--- config.mk ---
export PLATFORM = sky130hd
export DESIGN_NAME = fnvm_front
export DESIGN_NICKNAME = d
export VERILOG_FILES = /design/src/hdl/fnvm_pkg.sv /design/src/hdl/fnvm_front.sv
export SDC_FILE = /design/constraint.sdc
export NUM_CORES = 2
export LEC_CHECK = 0
export ABC_AREA = 1
export BUFFER_PORTS_ARGS = -buffer_cell sky130_fd_sc_hd__buf_2
export CAP_MARGIN = 20
export CORE_ASPECT_RATIO = 0.9
export CORE_UTILIZATION = 25
export DETAILED_ROUTE_END_ITERATION = 10
export PLACE_DENSITY = 0.44
export SETUP_SLACK_MARGIN = 0.1
export SLEW_MARGIN = 20
export SYNTH_ARGS = -nofsm -noshare
export SYNTH_HDL_FRONTEND = slang
export SYNTH_SLANG_ARGS = --single-unit
export TNS_END_PERCENT = 50
--- constraint.sdc ---
create_clock -name clk -period 13.2 [get_ports clk]
set_clock_uncertainty 0.05 [all_clocks]
set_input_delay 0 -clock clk [delete_from_list [all_inputs] [get_ports clk]]
set_output_delay 0 -clock clk [all_outputs]
set_load 0.005 [all_outputs]
--- src/hdl/fnvm_pkg.sv ---
// Shared types, constants and hash functions of the file-name FNV matcher.
package fnvm_pkg;

  localparam int TABLE_DEPTH_DEF = 256;
  localparam int NAME_LIMIT_DEF  = 128;
  localparam int QUEUE_DEPTH     = 2;

  localparam int HASH_W      = 64;
  localparam int BYTE_W      = 8;
  localparam int REQ_W       = 2;
  localparam int KIND_W      = 2;
  localparam int IN_DATA_W   = 72;
  localparam int OUT_FLAGS_W = 6;
  localparam int OUT_DATA_W  = 136;
  localparam int OUT_PAD_W   = OUT_DATA_W - OUT_FLAGS_W - 2 * HASH_W;

  localparam logic [HASH_W-1:0] FNV_BASIS = 64'hCBF2_9CE4_8422_2325;
  localparam logic [BYTE_W-1:0] DOT_CHAR  = 8'h2E;
  localparam logic [BYTE_W-1:0] UPPER_A   = 8'h41;
  localparam logic [BYTE_W-1:0] UPPER_Z   = 8'h5A;
  localparam logic [BYTE_W-1:0] CASE_GAP  = 8'd32;

  typedef enum logic [REQ_W-1:0] {
    REQ_BYTE     = 2'd0,
    REQ_ADD_EXT  = 2'd1,
    REQ_ADD_NOTE = 2'd2,
    REQ_CLEAR    = 2'd3
  } req_t;

  typedef enum logic [KIND_W-1:0] {
    KIND_VERDICT = 2'd0,
    KIND_LOAD    = 2'd1,
    KIND_CLEAR   = 2'd2
  } kind_t;

  // A request byte with the last mark set travels as op REQ_BYTE.
  typedef struct packed {
    req_t              op;
    logic [HASH_W-1:0] hash_a;
    logic [HASH_W-1:0] hash_b;
    logic              has_ext;
    logic              too_long;
  } cmd_t;

  function automatic logic [BYTE_W-1:0] fold_case(input logic [BYTE_W-1:0] b);
    logic [BYTE_W-1:0] r;
    r = b;
    if (b >= UPPER_A && b <= UPPER_Z) begin
      r = b + CASE_GAP;
    end
    return r;
  endfunction

  // The shift-and-add sum is the product with the FNV-64 prime 2^40 + 0x1B3.
  function automatic logic [HASH_W-1:0] fnv_fold(input logic [HASH_W-1:0] h,
                                                 input logic [BYTE_W-1:0] b);
    logic [HASH_W-1:0] x;
    x = h ^ {{(HASH_W - BYTE_W){1'b0}}, b};
    return (x << 40) + (x << 8) + (x << 7) + (x << 5) + (x << 4) + (x << 1) + x;
  endfunction

endpackage

--- src/hdl/fnvm_front.sv ---
// Front end: accepts requests, hashes name bytes and queues commands for the back end.
module fnvm_front #(
  parameter int NAME_LIMIT = fnvm_pkg::NAME_LIMIT_DEF
) (
  input  logic                             clk,
  input  logic                             rst_n,
  input  logic                             in_tvalid,
  output logic                             in_tready,
  input  logic [fnvm_pkg::IN_DATA_W-1:0]   in_tdata,
  input  logic [fnvm_pkg::REQ_W-1:0]       in_tuser,
  input  logic                             in_tlast,
  input  logic                             q_full,
  output logic                             push,
  output fnvm_pkg::cmd_t                   push_cmd
);

  localparam int LEN_W = $clog2(NAME_LIMIT + 1);

  logic [fnvm_pkg::HASH_W-1:0] name_hash_r, name_hash_nxt;
  logic [fnvm_pkg::HASH_W-1:0] ext_acc_r, ext_acc_nxt;
  logic                        dot_r, dot_nxt;
  logic [LEN_W-1:0]            len_r, len_nxt;

  logic                        accept;
  fnvm_pkg::req_t              req;
  logic [fnvm_pkg::BYTE_W-1:0] raw_byte;
  logic [fnvm_pkg::BYTE_W-1:0] low_byte;
  logic [fnvm_pkg::HASH_W-1:0] table_hash;
  logic [fnvm_pkg::HASH_W-1:0] nh, eh, ext_base;
  logic                        dot_n;
  logic [LEN_W-1:0]            len_n;

  assign in_tready  = !q_full;
  assign accept     = in_tvalid && in_tready;
  assign req        = fnvm_pkg::req_t'(in_tuser);
  assign raw_byte   = in_tdata[fnvm_pkg::BYTE_W-1:0];
  assign table_hash = in_tdata[fnvm_pkg::IN_DATA_W-1:fnvm_pkg::BYTE_W];

  always_comb begin
    low_byte = fnvm_pkg::fold_case(raw_byte);
    nh       = fnvm_pkg::fnv_fold(name_hash_r, low_byte);
    ext_base = (raw_byte == fnvm_pkg::DOT_CHAR) ? fnvm_pkg::FNV_BASIS : ext_acc_r;
    dot_n    = dot_r || (raw_byte == fnvm_pkg::DOT_CHAR);
    eh       = dot_n ? fnvm_pkg::fnv_fold(ext_base, low_byte) : ext_acc_r;
    len_n    = (len_r < LEN_W'(NAME_LIMIT)) ? len_r + 1'b1 : len_r;
  end

  always_comb begin
    name_hash_nxt = name_hash_r;
    ext_acc_nxt   = ext_acc_r;
    dot_nxt       = dot_r;
    len_nxt       = len_r;
    if (accept && req == fnvm_pkg::REQ_BYTE) begin
      if (in_tlast) begin
        name_hash_nxt = fnvm_pkg::FNV_BASIS;
        ext_acc_nxt   = '0;
        dot_nxt       = 1'b0;
        len_nxt       = '0;
      end else begin
        name_hash_nxt = nh;
        ext_acc_nxt   = eh;
        dot_nxt       = dot_n;
        len_nxt       = len_n;
      end
    end
  end

  always_ff @(posedge clk) begin
    if (!rst_n) begin
      name_hash_r <= fnvm_pkg::FNV_BASIS;
      ext_acc_r   <= '0;
      dot_r       <= 1'b0;
      len_r       <= '0;
    end else begin
      name_hash_r <= name_hash_nxt;
      ext_acc_r   <= ext_acc_nxt;
      dot_r       <= dot_nxt;
      len_r       <= len_nxt;
    end
  end

  always_comb begin
    push              = accept && (req != fnvm_pkg::REQ_BYTE || in_tlast);
    push_cmd.op       = req;
    push_cmd.hash_a   = (req == fnvm_pkg::REQ_BYTE) ? nh : table_hash;
    push_cmd.hash_b   = eh;
    push_cmd.has_ext  = dot_n;
    push_cmd.too_long = (len_n == LEN_W'(NAME_LIMIT));
  end

endmodule

==> results.tsv <==
stage	metric	value	unit
outcome	status	complete, no violations	
logic_synthesis	async set-reset flop share out of synthesis	0	%
critical_path	critical path fanouts, max	42	
timing	RSZ-0062 raised after global routing	false	
logic_synthesis	post-synthesis sequential area ratio	9.22	%
layout	share of cells above drive strength 1	9.33	%
grt	all-layer global routing usage	20.9	%
logic_synthesis	most frequent cell after synthesis	inv_1	
placement	IO Port Bufs	212	
floorplanning	Initial Util	25.3	%
critical_path	Req. time, crit path	13.15	ns
critical_path	crit path DAT	7.62	ns
routing	Met1 Wirelength	61100	um
power	Cell Pwr Density	282	nW/um^2
routing	final wirelength	124000	um
critical_path	Critical Path Start	in_tdata[4]	
logic_synthesis	Post-Syn Area	29700	um^2
critical_path	Setup crit end	push_cmd[61]	
logic_synthesis	synth top area cells	fa_1 34%, inv_1 11%, nand2_1 11%, dfxtp_1 9.2%, ha_1 9.1%	
critical_path	Worst R2R Start	ext_acc_r[13]$_SDFFE_PN0P_	
layout	Post-layout nets	5025	
cts	H-tree levels	4	
grt	first-pass GRT wire length	182000	um
routing	met2 routed WL	50300	um
power	Net Switching	6.03	mW
floorplanning	floorplan die height	329	um
timing	Slew Limit Fails	0	
grt	largest net degree at the start of global routing	108	
routing	top sig layer	met4	
min_path	worst hold path class	in -> out	
critical_path	R2R setup slack	6.83	ns
routing	wire length per cell	21.4	um
logic_synthesis	Synth Net Count	4850	
cts	hold buffers post-CTS	2	
routing	via-per-instance ratio	4.66	
floorplanning	Die Wd	366	um
power	sequential power share	5.6	%
critical_path	Reg2Reg Depth	19	
logic_synthesis	area share of the largest cell type after synthesis	33.5	%
placement	Final HPWL DP	106000	um
cts	CTS tree	done	
logic_synthesis	Synth area leader	fa_1	
critical_path	CP Class	in -> out	
logic_synthesis	top_reg_cell synth	dfxtp_1	
power	internal power	3.35	mW
cts	CTS sink cnt	137	
critical_path	CP Launch Type	primary input	
timing	Post-Route Setup TNS	0	ns
layout	Area Growth Syn to Fin	11.9	%
cts	total CTS buffers	17	
grt	antenna violations before repair	3	
layout	area occupied by registers	2740	um^2
critical_path	crit end category	output port	
layout	# diodes	0	
timing	achievable clock frequency	0.130	GHz
routing	initial DRC count	2348	
grt	GR Overflow Total	0	
timing	Hold Vio Cnt, Final	0	
timing	worst slew pin tran	1.20	ns
placement	pre-CTS setup slack	5.59	ns
cts	Clock Tree Buf Depth	2	
cts	CTS root buffer	clkbuf_16	
floorplanning	# rows	119	
placement	GP Congestion	1.01	
power	Pleak	15.7	nW
floorplanning	num ports	213	
floorplanning	Die Area	120000	um^2
cts	post-cts resize count	0	
critical_path	r2r endpoint	ext_acc_r[23]$_SDFFE_PN0P_	
timing	slew margin rel.	19.6	%
power	maximum vdd drop	0.212	mV
timing	PnR worst setup slack	5.53	ns
timing	setup violators final	0	
logic_synthesis	Mapped Cells	4057	
routing	drt pass-1 iters	6	
power	Clock power frac	6.1	%
layout	Multi-input gate area	23300	um^2
cts	clock latency on the worst-skew pair	0.55	ns
cts	post-CTS setup buffers	0	
grt	vias in the first global route	26776	
routing	via count	27116	
routing	DRC	0	
logic_synthesis	#FFs+latches synth	137	
floorplanning	area of the core	117000	um^2
timing	Tcrit/Tclk final	58.1	%
job	max cap viols	0	
logic_synthesis	Post-synth top cells	892 x inv_1, 849 x nand2_1, 498 x fa_1	
logic_synthesis	library cells used by synthesis	60	
routing	Post-DRT Antenna Nets	0	
logic_synthesis	synthesized area per cell	7.33	um^2
routing	WL met3	10200	um
logic_synthesis	synth warn	0	
layout	Fillers	13069	
timing	Final Critical Period	7.67	ns
power	Sw Ratio	64.3	%
power	Combinational Power Share	88.3	%
logic_synthesis	Post-synth EDFFs	0	
## cell families (layout without fill, tap and decap cells)
kind of cell               Yosys count  count (layout)  synth area share (%)
AOI/OAI and AO/OA                  601             601                  11.4
adders and majority gates          714             714                  42.6
buffers and inverters              988            1176                  12.7
and+or+nand+nor                   1551            1551                  22.2
DFF                                137             137                  9.22
xor gates and xnor gates            66              66                  2.02
## through the flow
| stage | std cells | hold slack (ns) | instance area (um^2) | util, % | power [mW] |
|---|---|---|---|---|---|
| detailed placement | 5783 | 0.171 | 32600 | 27.8 | 8.67 |
| global route | 5818 | 0.188 | 33300 | 28.3 | 10.3 |
| floorplan | 4057 | -0.0158 | 29700 | - | 5.78 |
| finish | 5818 | 0.170 | 33300 | 28.3 | 9.38 |
| global placement | 5783 | 0.170 | 32600 | 27.8 | 8.73 |
| CTS | 5817 | 0.135 | 33300 | 28.3 | 9.31 |
## power by group through the flow
stage	Clock (mW)	Combinational, mW	Sequential (mW)
floorplan	0	5.29	0.498
global placement	0	8.18	0.542
detailed placement	0	8.13	0.542
CTS	0.589	8.19	0.532
global route	0.601	9.13	0.538
finish	0.569	8.29	0.529
## worst max-delay path, stage by stage
cell	delay [ns]
buf_2	0.15
inv_1	0.06
nand2_1	0.04
nor2_1	0.19
nand2_4	0.37
inv_2	0.29
buf_4	0.61
nor3_1	0.11
a21oi_2	0.60
inv_1	0.25
fa_1	0.55
inv_1	0.05
fa_1	0.44
ha_1	0.29
ha_1	0.28
ha_1	0.40
inv_1	0.16
fa_1	0.53
inv_1	0.16
a31oi_1	0.20
o21ai_1	0.67
nand2_1	0.10
nand3_1	0.29
nand2_1	0.19
nand4_1	0.11
nand3_1	0.13
and2_1	0.22
buf_2	0.13
## registers in the layout, indices dropped and copies added (netlist names)
| signal | flops |
|---|---|
| dot_r | 1 |
| ext_acc_r | 64 |
| len_r | 8 |
| name_hash_r | 64 |
## routing by layer
layer / up-vias / global-route usage, %
met3: 86 / 5.39
met2: 830 / 29.3
met5: - / 0
li1: 12846 / -
met1: 13354 / 31.2
met4: 0 / 5.45
## worst min path at each step
stage           startpoint                     endpoint  slack [ns]  cells after the start
6_report       in_tuser[0]                push_cmd[130]        0.17                      2
2_1_floorplan       q_full                    in_tready       -0.02                      1
3_5_place_dp   in_tuser[0]                push_cmd[130]        0.17                      2
3_3_place_gp   in_tuser[0]                push_cmd[130]        0.17                      2
4_1_cts        in_tdata[0]  name_hash_r[0]$_SDFFE_PN1P_        0.13                      6
5_1_grt        in_tuser[0]                push_cmd[130]        0.19                      2
## layout by cell type, fill, tap and decap left out, types with 11 or more instances in the layout
cell type    n
a21o_1      18
a21oi_1    310
a31oi_1     30
and2_1      13
buf_2      212
buf_4       21
clkbuf_16   17
dfxtp_1    137
fa_1       498
ha_1       216
inv_1      890
inv_2       14
nand2_1    849
nand2_2     15
nand3_1    207
nand3_2     12
nand4_1     34
nor2_1     323
nor2_2      13
nor3_1      23
o21a_1      12
o21ai_0    125
o21ai_1     33
o21bai_1    16
o22ai_1     11
or2_2       25
xnor2_1     30
xor2_1      33
## cell type report
class	count	area share, %
multi-input combinational	2932	69.9
clock inverter	13	0.500
inverter	907	10.2
clock buffer	19	1.36
timing repair buffer	237	3.84
tap	1573	5.91
sequential	137	8.24
Power figures use the tool's default switching activity.
