## config.mk

```make
export PLATFORM = sky130hd
export DESIGN_NAME = fnvm_cmd_q
export DESIGN_NICKNAME = d
export VERILOG_FILES = /design/src/hdl/fnvm_pkg.sv /design/src/hdl/fnvm_cmd_q.sv
export SDC_FILE = /design/constraint.sdc
export NUM_CORES = 1
export LEC_CHECK = 0
export ABC_CLOCK_PERIOD_IN_PS = 7600
export BUFFER_PORTS_ARGS = -buffer_cell sky130_fd_sc_hd__buf_2
export CAP_MARGIN = 20
export CORE_MARGIN = 4
export CORE_UTILIZATION = 54
export CTS_BUF_LIST = sky130_fd_sc_hd__clkbuf_8
export DETAILED_ROUTE_END_ITERATION = 7
export GPL_ROUTABILITY_DRIVEN = 1
export MAX_ROUTING_LAYER = met4
export PLACE_DENSITY = 0.93
export SLEW_MARGIN = 40
export SYNTH_ARGS = -nofsm -noshare
export SYNTH_HDL_FRONTEND = slang
export SYNTH_SLANG_ARGS = --single-unit
```

## constraint.sdc

```tcl
create_clock -name clk -period 7.6 [get_ports clk]
set_input_delay 0.76 -clock clk [delete_from_list [all_inputs] [get_ports clk]]
set_output_delay 0.76 -clock clk [all_outputs]
set_load 0.1 [all_outputs]
```

## src/hdl/fnvm_pkg.sv

```systemverilog
// Shared types, constants and hash functions of the file-name FNV matcher.
package fnvm_pkg;

  localparam int TABLE_DEPTH_DEF = 256;
  localparam int NAME_LIMIT_DEF  = 128;
  localparam int QUEUE_DEPTH     = 2;

  localparam int HASH_W      = 64;
  localparam int BYTE_W      = 8;
  localparam int REQ_W       = 2;
  localparam int KIND_W      = 2;
  localparam int IN_DATA_W   = 72;
  localparam int OUT_FLAGS_W = 6;
  localparam int OUT_DATA_W  = 136;
  localparam int OUT_PAD_W   = OUT_DATA_W - OUT_FLAGS_W - 2 * HASH_W;

  localparam logic [HASH_W-1:0] FNV_BASIS = 64'hCBF2_9CE4_8422_2325;
  localparam logic [BYTE_W-1:0] DOT_CHAR  = 8'h2E;
  localparam logic [BYTE_W-1:0] UPPER_A   = 8'h41;
  localparam logic [BYTE_W-1:0] UPPER_Z   = 8'h5A;
  localparam logic [BYTE_W-1:0] CASE_GAP  = 8'd32;

  typedef enum logic [REQ_W-1:0] {
    REQ_BYTE     = 2'd0,
    REQ_ADD_EXT  = 2'd1,
    REQ_ADD_NOTE = 2'd2,
    REQ_CLEAR    = 2'd3
  } req_t;

  typedef enum logic [KIND_W-1:0] {
    KIND_VERDICT = 2'd0,
    KIND_LOAD    = 2'd1,
    KIND_CLEAR   = 2'd2
  } kind_t;

  // A request byte with the last mark set travels as op REQ_BYTE.
  typedef struct packed {
    req_t              op;
    logic [HASH_W-1:0] hash_a;
    logic [HASH_W-1:0] hash_b;
    logic              has_ext;
    logic              too_long;
  } cmd_t;

  function automatic logic [BYTE_W-1:0] fold_case(input logic [BYTE_W-1:0] b);
    logic [BYTE_W-1:0] r;
    r = b;
    if (b >= UPPER_A && b <= UPPER_Z) begin
      r = b + CASE_GAP;
    end
    return r;
  endfunction

  // The shift-and-add sum is the product with the FNV-64 prime 2^40 + 0x1B3.
  function automatic logic [HASH_W-1:0] fnv_fold(input logic [HASH_W-1:0] h,
                                                 input logic [BYTE_W-1:0] b);
    logic [HASH_W-1:0] x;
    x = h ^ {{(HASH_W - BYTE_W){1'b0}}, b};
    return (x << 40) + (x << 8) + (x << 7) + (x << 5) + (x << 4) + (x << 1) + x;
  endfunction

endpackage

```

## src/hdl/fnvm_cmd_q.sv

```systemverilog
// Short command queue between the front end and the back end.
module fnvm_cmd_q (
  input  logic           clk,
  input  logic           rst_n,
  input  logic           push,
  input  fnvm_pkg::cmd_t push_cmd,
  input  logic           pop,
  output fnvm_pkg::cmd_t pop_cmd,
  output logic           full,
  output logic           empty
);

  localparam int PTR_W = $clog2(fnvm_pkg::QUEUE_DEPTH);
  localparam int CNT_W = $clog2(fnvm_pkg::QUEUE_DEPTH + 1);

  fnvm_pkg::cmd_t   q_mem_r [fnvm_pkg::QUEUE_DEPTH];
  logic [PTR_W-1:0] wr_ptr_r, wr_ptr_nxt;
  logic [PTR_W-1:0] rd_ptr_r, rd_ptr_nxt;
  logic [CNT_W-1:0] cnt_r, cnt_nxt;
  logic             do_push, do_pop;

  assign full    = (cnt_r == CNT_W'(fnvm_pkg::QUEUE_DEPTH));
  assign empty   = (cnt_r == '0);
  assign do_push = push && !full;
  assign do_pop  = pop && !empty;
  assign pop_cmd = q_mem_r[rd_ptr_r];

  always_comb begin
    wr_ptr_nxt = do_push ? wr_ptr_r + 1'b1 : wr_ptr_r;
    rd_ptr_nxt = do_pop ? rd_ptr_r + 1'b1 : rd_ptr_r;
    cnt_nxt    = cnt_r;
    if (do_push && !do_pop) begin
      cnt_nxt = cnt_r + 1'b1;
    end else if (do_pop && !do_push) begin
      cnt_nxt = cnt_r - 1'b1;
    end
  end

  always_ff @(posedge clk) begin
    if (!rst_n) begin
      wr_ptr_r <= '0;
      rd_ptr_r <= '0;
      cnt_r    <= '0;
    end else begin
      wr_ptr_r <= wr_ptr_nxt;
      rd_ptr_r <= rd_ptr_nxt;
      cnt_r    <= cnt_nxt;
    end
  end

  always_ff @(posedge clk) begin
    if (do_push) begin
      q_mem_r[wr_ptr_r] <= push_cmd;
    end
  end

endmodule

```

==> impl_metrics.toml, run 1 <==
[final_layout]
final_core_util_pct = 68.3
layout_common_cells = "buf_2, edfxtp_1, mux2_4"
register_area_um2 = 8030
areaGrowthSynthToFinish_pct = 22.9
final_common_cell = "buf_2"
multi_input_comb_area_um2 = 1920
drive_above_1_share_pct = 59.6
nNetsFinal = 877
number_of_fillers_in_the_final_layout = 1151

[floorplan]
floorplan.die.width_um = 145
core_region_area_um2 = 18100
placement_rows = 49
floorplan.die.height_um = 145
initial_utilization_pct = 55.6
number_of_top_level_design_ports = 270
floorplan.die_area_um2 = 20900

[place]
dp_slack_ns = 4.69
dpl.hpwl_mm = 13.1
globalplace.congestion = 0.734
count_of_buffers_inserted_at_the_top_level_ports = 269

[clocking]
cts.reportedPaths.clkPinSlew_ns = 0.06
cts.hold.buffers_added = 0
number_of_buffers_created_by_cts = 42
cts.htree.levels = 2
post-cts-setup-buffer-count = 0
clock_path_buffers = 3
tritoncts_num_sinks = 269
clock_latency_ns = 0.51
cts_resized = 0
clock-root-buffer = "clkbuf_8"
cts_tree = "yes"

[synthesis]
synth-main-ff-cell = "edfxtp_1"
netlist.top_cell.by_area = "edfxtp_1"
synth.lib_cells_used.distinct = 22
ys.warnings.count = 0
cells_after_synth = 436
synthesis.area_um2 = 10100
synthesis.area_per_instance_um2 = 23.1
syn_nets = 573
synth.ff_latch_count = 269
yosysSeqAreaShare_pct = 79.6
netlist_top_cells_area = "edfxtp_1, mux2_4, mux2_2"
synth_top_area_share_pct = 78.6
synth_enable_flop_cells = 264
share_of_flip_flops_with_an_asynchronous_set_or_reset_pct = 0

[worst_setup_path]
worst-endpoint-arrival_ns = 2.66
critPathKind = "reg -> out"
worst_ep_required_time_ns = 6.84
worst_reg_to_reg_setup_slack_ns = 5.22
r2r-start = "cnt_r[0]$_SDFFE_PN0P_"
critical_path_peak_fanout = 51
worst_setup_path_start_kind = "register"
timing.critical_path.to_type = "output pin"
regToRegEndpoint = "q_mem_r[1][23]$_DFFE_PP_"
register_to_register_path_depth = 4

[hold_path]
hold-path-endpoint = "q_mem_r[0][13]$_DFFE_PP_"
timing.hold.worst_path_depth = 1
hold_path_startpoint = "push_cmd[13]"
timing.hold.worst.class = "in -> reg"

[sta]
fin_ws_ns = 4.18
max_freq_mhz = 293
worstMarginPinSlew_ns = 0.788
setup_repair_after_global_routing_missed_its_margin = "false"
worst_hold_slack_ns = 0.427
fin_skew_ns = 0.0104
final_period_minus_worst_setup_slack_ns = 3.42
final.period_utilization_pct = 45.0
fin_setup_tns_ns = 0
relative_slew_margins_pct = 47.5
maxSlewViolCount = 0
setup_violations = 0
hold_viol = 0

[routing]
avgRoutedWirePerCell_um = 19.8
detailedRoute.firstIterationViolations = 252
drtPass1Iterations = 4
met3RoutedLength_mm = 1.59
wirelength_mm = 19.7
wl_met1_mm = 7.92
detailroute.via_count = 5124
top_signal_layer_used = "met4"
post_drt_via_cell_ratio = 5.13
ant_nets = 0
dr_wl_met2_mm = 9.88
drt_drc_violations_left = 0

[status]
outcome = "finished clean"

[grt]
antenna_found_initial = 1
first_global_vias = 5328
gr-total-overflow = 0
grt_first_pass_wirelength_mm = 28.6
gr-usage-all-layers_pct = 18.7
grt_start_max_net_pins = 76

[flow_run]
maxCapViolations = 0
layout make-up:
cell class	instances	area share (%)
sequential	269	64.8
multi-input combinational	150	15.5
timing repair buffer	275	11.4
clock buffer	43	4.77
tap	229	2.31
clock inverter	29	1.15
inverter	2	0.0605
antenna	1	0.0202
flip-flops by register name (all words and copies together) (netlist names), named ones only:
register and count:
q_mem_r 264, cnt_r 2, wr_ptr_r 1, rd_ptr_r 1
stage by stage:
stage	std cells	instance area [µm²]
2_1_floorplan	436	10100
3_3_place_gp	924	11600
3_5_place_dp	924	11600
4_1_cts	996	12400
5_1_grt	998	12400
6_report	998	12400
worst max path at each step:
stage / startpoint / to / cells after the start
after floorplan: cnt_r[0]$_SDFFE_PN0P_ / q_mem_r[0][0]$_DFFE_PP_ / 3
after detailed placement: register / pop_cmd[115] / 3
after global routing: register / pop_cmd[2] / 3
after global placement: register / pop_cmd[122] / 3
final: register / pop_cmd[1] / 3
after CTS: register / pop_cmd[115] / 3
synth_stat cells (2+ instances only):
library cell    n
mux2_4         80
and2_1          3
inv_1           2
buf_2           5
buf_6           9
dfxtp_1         5
nor2_1          2
xnor2_1         2
mux2_2         52
edfxtp_1      264
worst max-delay path, cell delays in order (launching register included):
cell and delay (ns):
dfxtp_4 0.63, buf_4 0.68, mux2_2 0.32, buf_2 0.43
cell families (layout without fill, tap and decap cells):
kind of cell | after synthesis | count (layout) | synth area share [%]
fa+ha+maj | 1 | 1 | 0.124
compound gates | 5 | 5 | 0.322
xor+xnor | 3 | 3 | 0.260
other cells | 0 | 1 | 0
flops | 269 | 269 | 79.6
buf+inv | 17 | 349 | 1.48
simple gates | 9 | 9 | 0.546
mux | 132 | 132 | 17.7
per-layer routing:
metal / vias up / global-route usage [%]
met5: - / -
met4: 0 / 5.25
met3: 31 / 4.53
met2: 242 / 30.7
met1: 2511 / 23.5
li1: 2340 / -
Power of run 1 is left out: the tool's default activity adds up to more than one toggle a clock period on the data nets, which glitch-free logic cannot reach.
==> run 2: changes to the inputs <==
--- a/config.mk
+++ b/config.mk
@@ -5,16 +5,16 @@
 export SDC_FILE = /design/constraint.sdc
 export NUM_CORES = 1
 export LEC_CHECK = 0
-export ABC_CLOCK_PERIOD_IN_PS = 7600
+export ABC_CLOCK_PERIOD_IN_PS = 2800
 export BUFFER_PORTS_ARGS = -buffer_cell sky130_fd_sc_hd__buf_2
 export CAP_MARGIN = 20
 export CORE_MARGIN = 4
-export CORE_UTILIZATION = 54
+export CORE_UTILIZATION = 49
 export CTS_BUF_LIST = sky130_fd_sc_hd__clkbuf_8
 export DETAILED_ROUTE_END_ITERATION = 7
 export GPL_ROUTABILITY_DRIVEN = 1
 export MAX_ROUTING_LAYER = met4
-export PLACE_DENSITY = 0.93
+export PLACE_DENSITY = 0.89
 export SLEW_MARGIN = 40
 export SYNTH_ARGS = -nofsm -noshare
 export SYNTH_HDL_FRONTEND = slang
==> constraint.sdc (replaced) <==
create_clock -name clk -period 2.8 [get_ports clk]
set_input_delay 0.28 -clock clk [delete_from_list [all_inputs] [get_ports clk]]
set_output_delay 0.28 -clock clk [all_outputs]
set_load 0.1 [all_outputs]
==> run 2 against run 1 <==
Against the previous run: clock skew is 0.0019 ns higher; sequential share of layout area decreased by 7.1 points; utilization increased by 0.54 points; largest cell class unchanged; highest routed layer unchanged.
==> impl_metrics.toml, run 2 (synthesis results as in run 1) <==
[power_and_ir_drop]
ir_drop_mv = 0.911
power.static_leakage_nw = 5.48
power.density_cell_area_nw_per_um2 = 1140

[routing]
avgRoutedWirePerCell_um = 18.9
detailroute.via_count = 5713
wirelength_mm = 22.2
drt_drc_violations_left = 0
drtPass1Iterations = 4
detailedRoute.firstIterationViolations = 184
ant_nets = 0
post_drt_via_cell_ratio = 4.85

[sta]
fin_setup_tns_ns = 0
max_freq_mhz = 404
fin_skew_ns = 0.0123
setup_violations = 0
worst_hold_slack_ns = 0.127
final.period_utilization_pct = 88.3
worstMarginPinSlew_ns = 0.572
maxSlewViolCount = 0
final_period_minus_worst_setup_slack_ns = 2.47
hold_viol = 0
relative_slew_margins_pct = 61.8
setup_repair_after_global_routing_missed_its_margin = "false"

[floorplan]
core_region_area_um2 = 20200
number_of_top_level_design_ports = 270
floorplan.die.height_um = 151
initial_utilization_pct = 49.9
floorplan.die_area_um2 = 23000
placement_rows = 52
floorplan.die.width_um = 151

[worst_setup_path]
register_to_register_path_depth = 3
worst_setup_path_start_kind = "register"
worst_reg_to_reg_setup_slack_ns = 0.95
timing.critical_path.to_type = "output pin"
worst-endpoint-arrival_ns = 2.19
critical_path_end = "pop_cmd[109]"
worst_ep_required_time_ns = 2.52
critPathKind = "reg -> out"
regToRegEndpoint = "q_mem_r[1][6]$_DFFE_PP_"
critical_path_peak_fanout = 67
r2r-start = "cnt_r[0]$_SDFFE_PN0P_"

[grt]
gr-total-overflow = 0
grt_start_max_net_pins = 69
antenna_found_initial = 1
gr-usage-all-layers_pct = 19.3
first_global_vias = 6395
grt_first_pass_wirelength_mm = 32.8

[hold_path]
hold_path_startpoint = "push"
timing.hold.worst.class = "in -> reg"

[final_layout]
final_common_cell = "buf_2"
drive_above_1_share_pct = 52.1
number_of_fillers_in_the_final_layout = 1215
post_route_insts_no_fill = 1178
nNetsFinal = 1014
max_flop_register = "q_mem_r"
layout_common_cells = "buf_2, edfxtp_1, dlygate4sd3_1"
areaGrowthSynthToFinish_pct = 38.1
final_core_util_pct = 68.9
flip_flop_count_of_the_largest_register_all_copies_and_words_added = 264
largest_registers = "q_mem_r (264), cnt_r (2)"

[clocking]
clock_latency_ns = 0.52
cts_resized = 0
number_of_buffers_created_by_cts = 42
clock-root-buffer = "clkbuf_8"
cts.htree.levels = 2
clock_path_buffers = 3
cts_tree = "yes"
cts.reportedPaths.clkPinSlew_ns = 0.06
cts.hold.buffers_added = 133
tritoncts_num_sinks = 269
post-cts-setup-buffer-count = 0

[flow_run]
maxCapViolations = 0

[place]
count_of_buffers_inserted_at_the_top_level_ports = 269
dpl.hpwl_mm = 12.9
globalplace.congestion = 0.725
place_inst = 970

[status]
outcome = "finished clean"
## run 2: worst min-delay path by stage
| stage | end | slack (ns) | cells past startpoint |
|---|---|---|---|
| 4_1_cts | wr_ptr_r$_SDFFE_PN0P_ | 0.1 | 3 |
| 6_report | wr_ptr_r$_SDFFE_PN0P_ | 0.13 | 3 |
| 2_1_floorplan | q_mem_r[0][0]$_DFFE_PP_ | 0.38 | 0 |
| 3_3_place_gp | q_mem_r[0][117]$_DFFE_PP_ | 0.47 | 1 |
| 3_5_place_dp | q_mem_r[0][45]$_DFFE_PP_ | 0.47 | 1 |
| 5_1_grt | wr_ptr_r$_SDFFE_PN0P_ | 0.11 | 3 |
## run 2: worst max-delay path, stage by stage (launching register included)
cell and delay, ns:
dfxtp_4 0.51, buf_12 0.34, mux2_2 0.40, buf_2 0.29
## run 2: where the power goes
| part | switching [W] | leakage (nW) | total (W) | internal (W) |
|---|---|---|---|---|
| sequential | 0.000183 | 2.51 | 0.00524 | 0.00506 |
| combinational | 0.00589 | 2.51 | 0.00750 | 0.00161 |
| clock | 0.00143 | 0.459 | 0.00313 | 0.00170 |
| total | 0.00750 | 5.48 | 0.0159 | 0.00837 |
## run 2: area by class of cell
cell class                      count  area, µm²  share of cell area (%)
Sequential cell                   269       8030                    57.6
Timing Repair Buffer              412       2830                    20.3
Multi-Input combinational cell    150       1920                    13.8
Clock buffer                       46        633                    4.54
Tap cell                          270        338                    2.42
Clock inverter                     28        174                    1.25
Inverter                            2       7.51                  0.0539
Antenna cell                        1       2.50                  0.0180
## run 2: per-layer routing
metal	part of all wire [%]	GRT usage [%]	wire length [µm]
met2	54	34.8	12100
met1	37	21.1	8160
met4	2.4	6.15	528
met5	0	-	0
met3	6.5	4.52	1450
## run 2: through the flow
stage	setup slack (ns)	total power, W	cell area (µm²)
6_report	0.327	0.0159	13900
5_1_grt	0.258	0.0164	13900
4_1_cts	0.302	0.0159	13900
3_5_place_dp	0.872	0.0127	11800
3_3_place_gp	0.893	0.0126	11800
2_1_floorplan	-1.89	0.0117	10100
No activity file was read; power rests on OpenSTA's default activity.
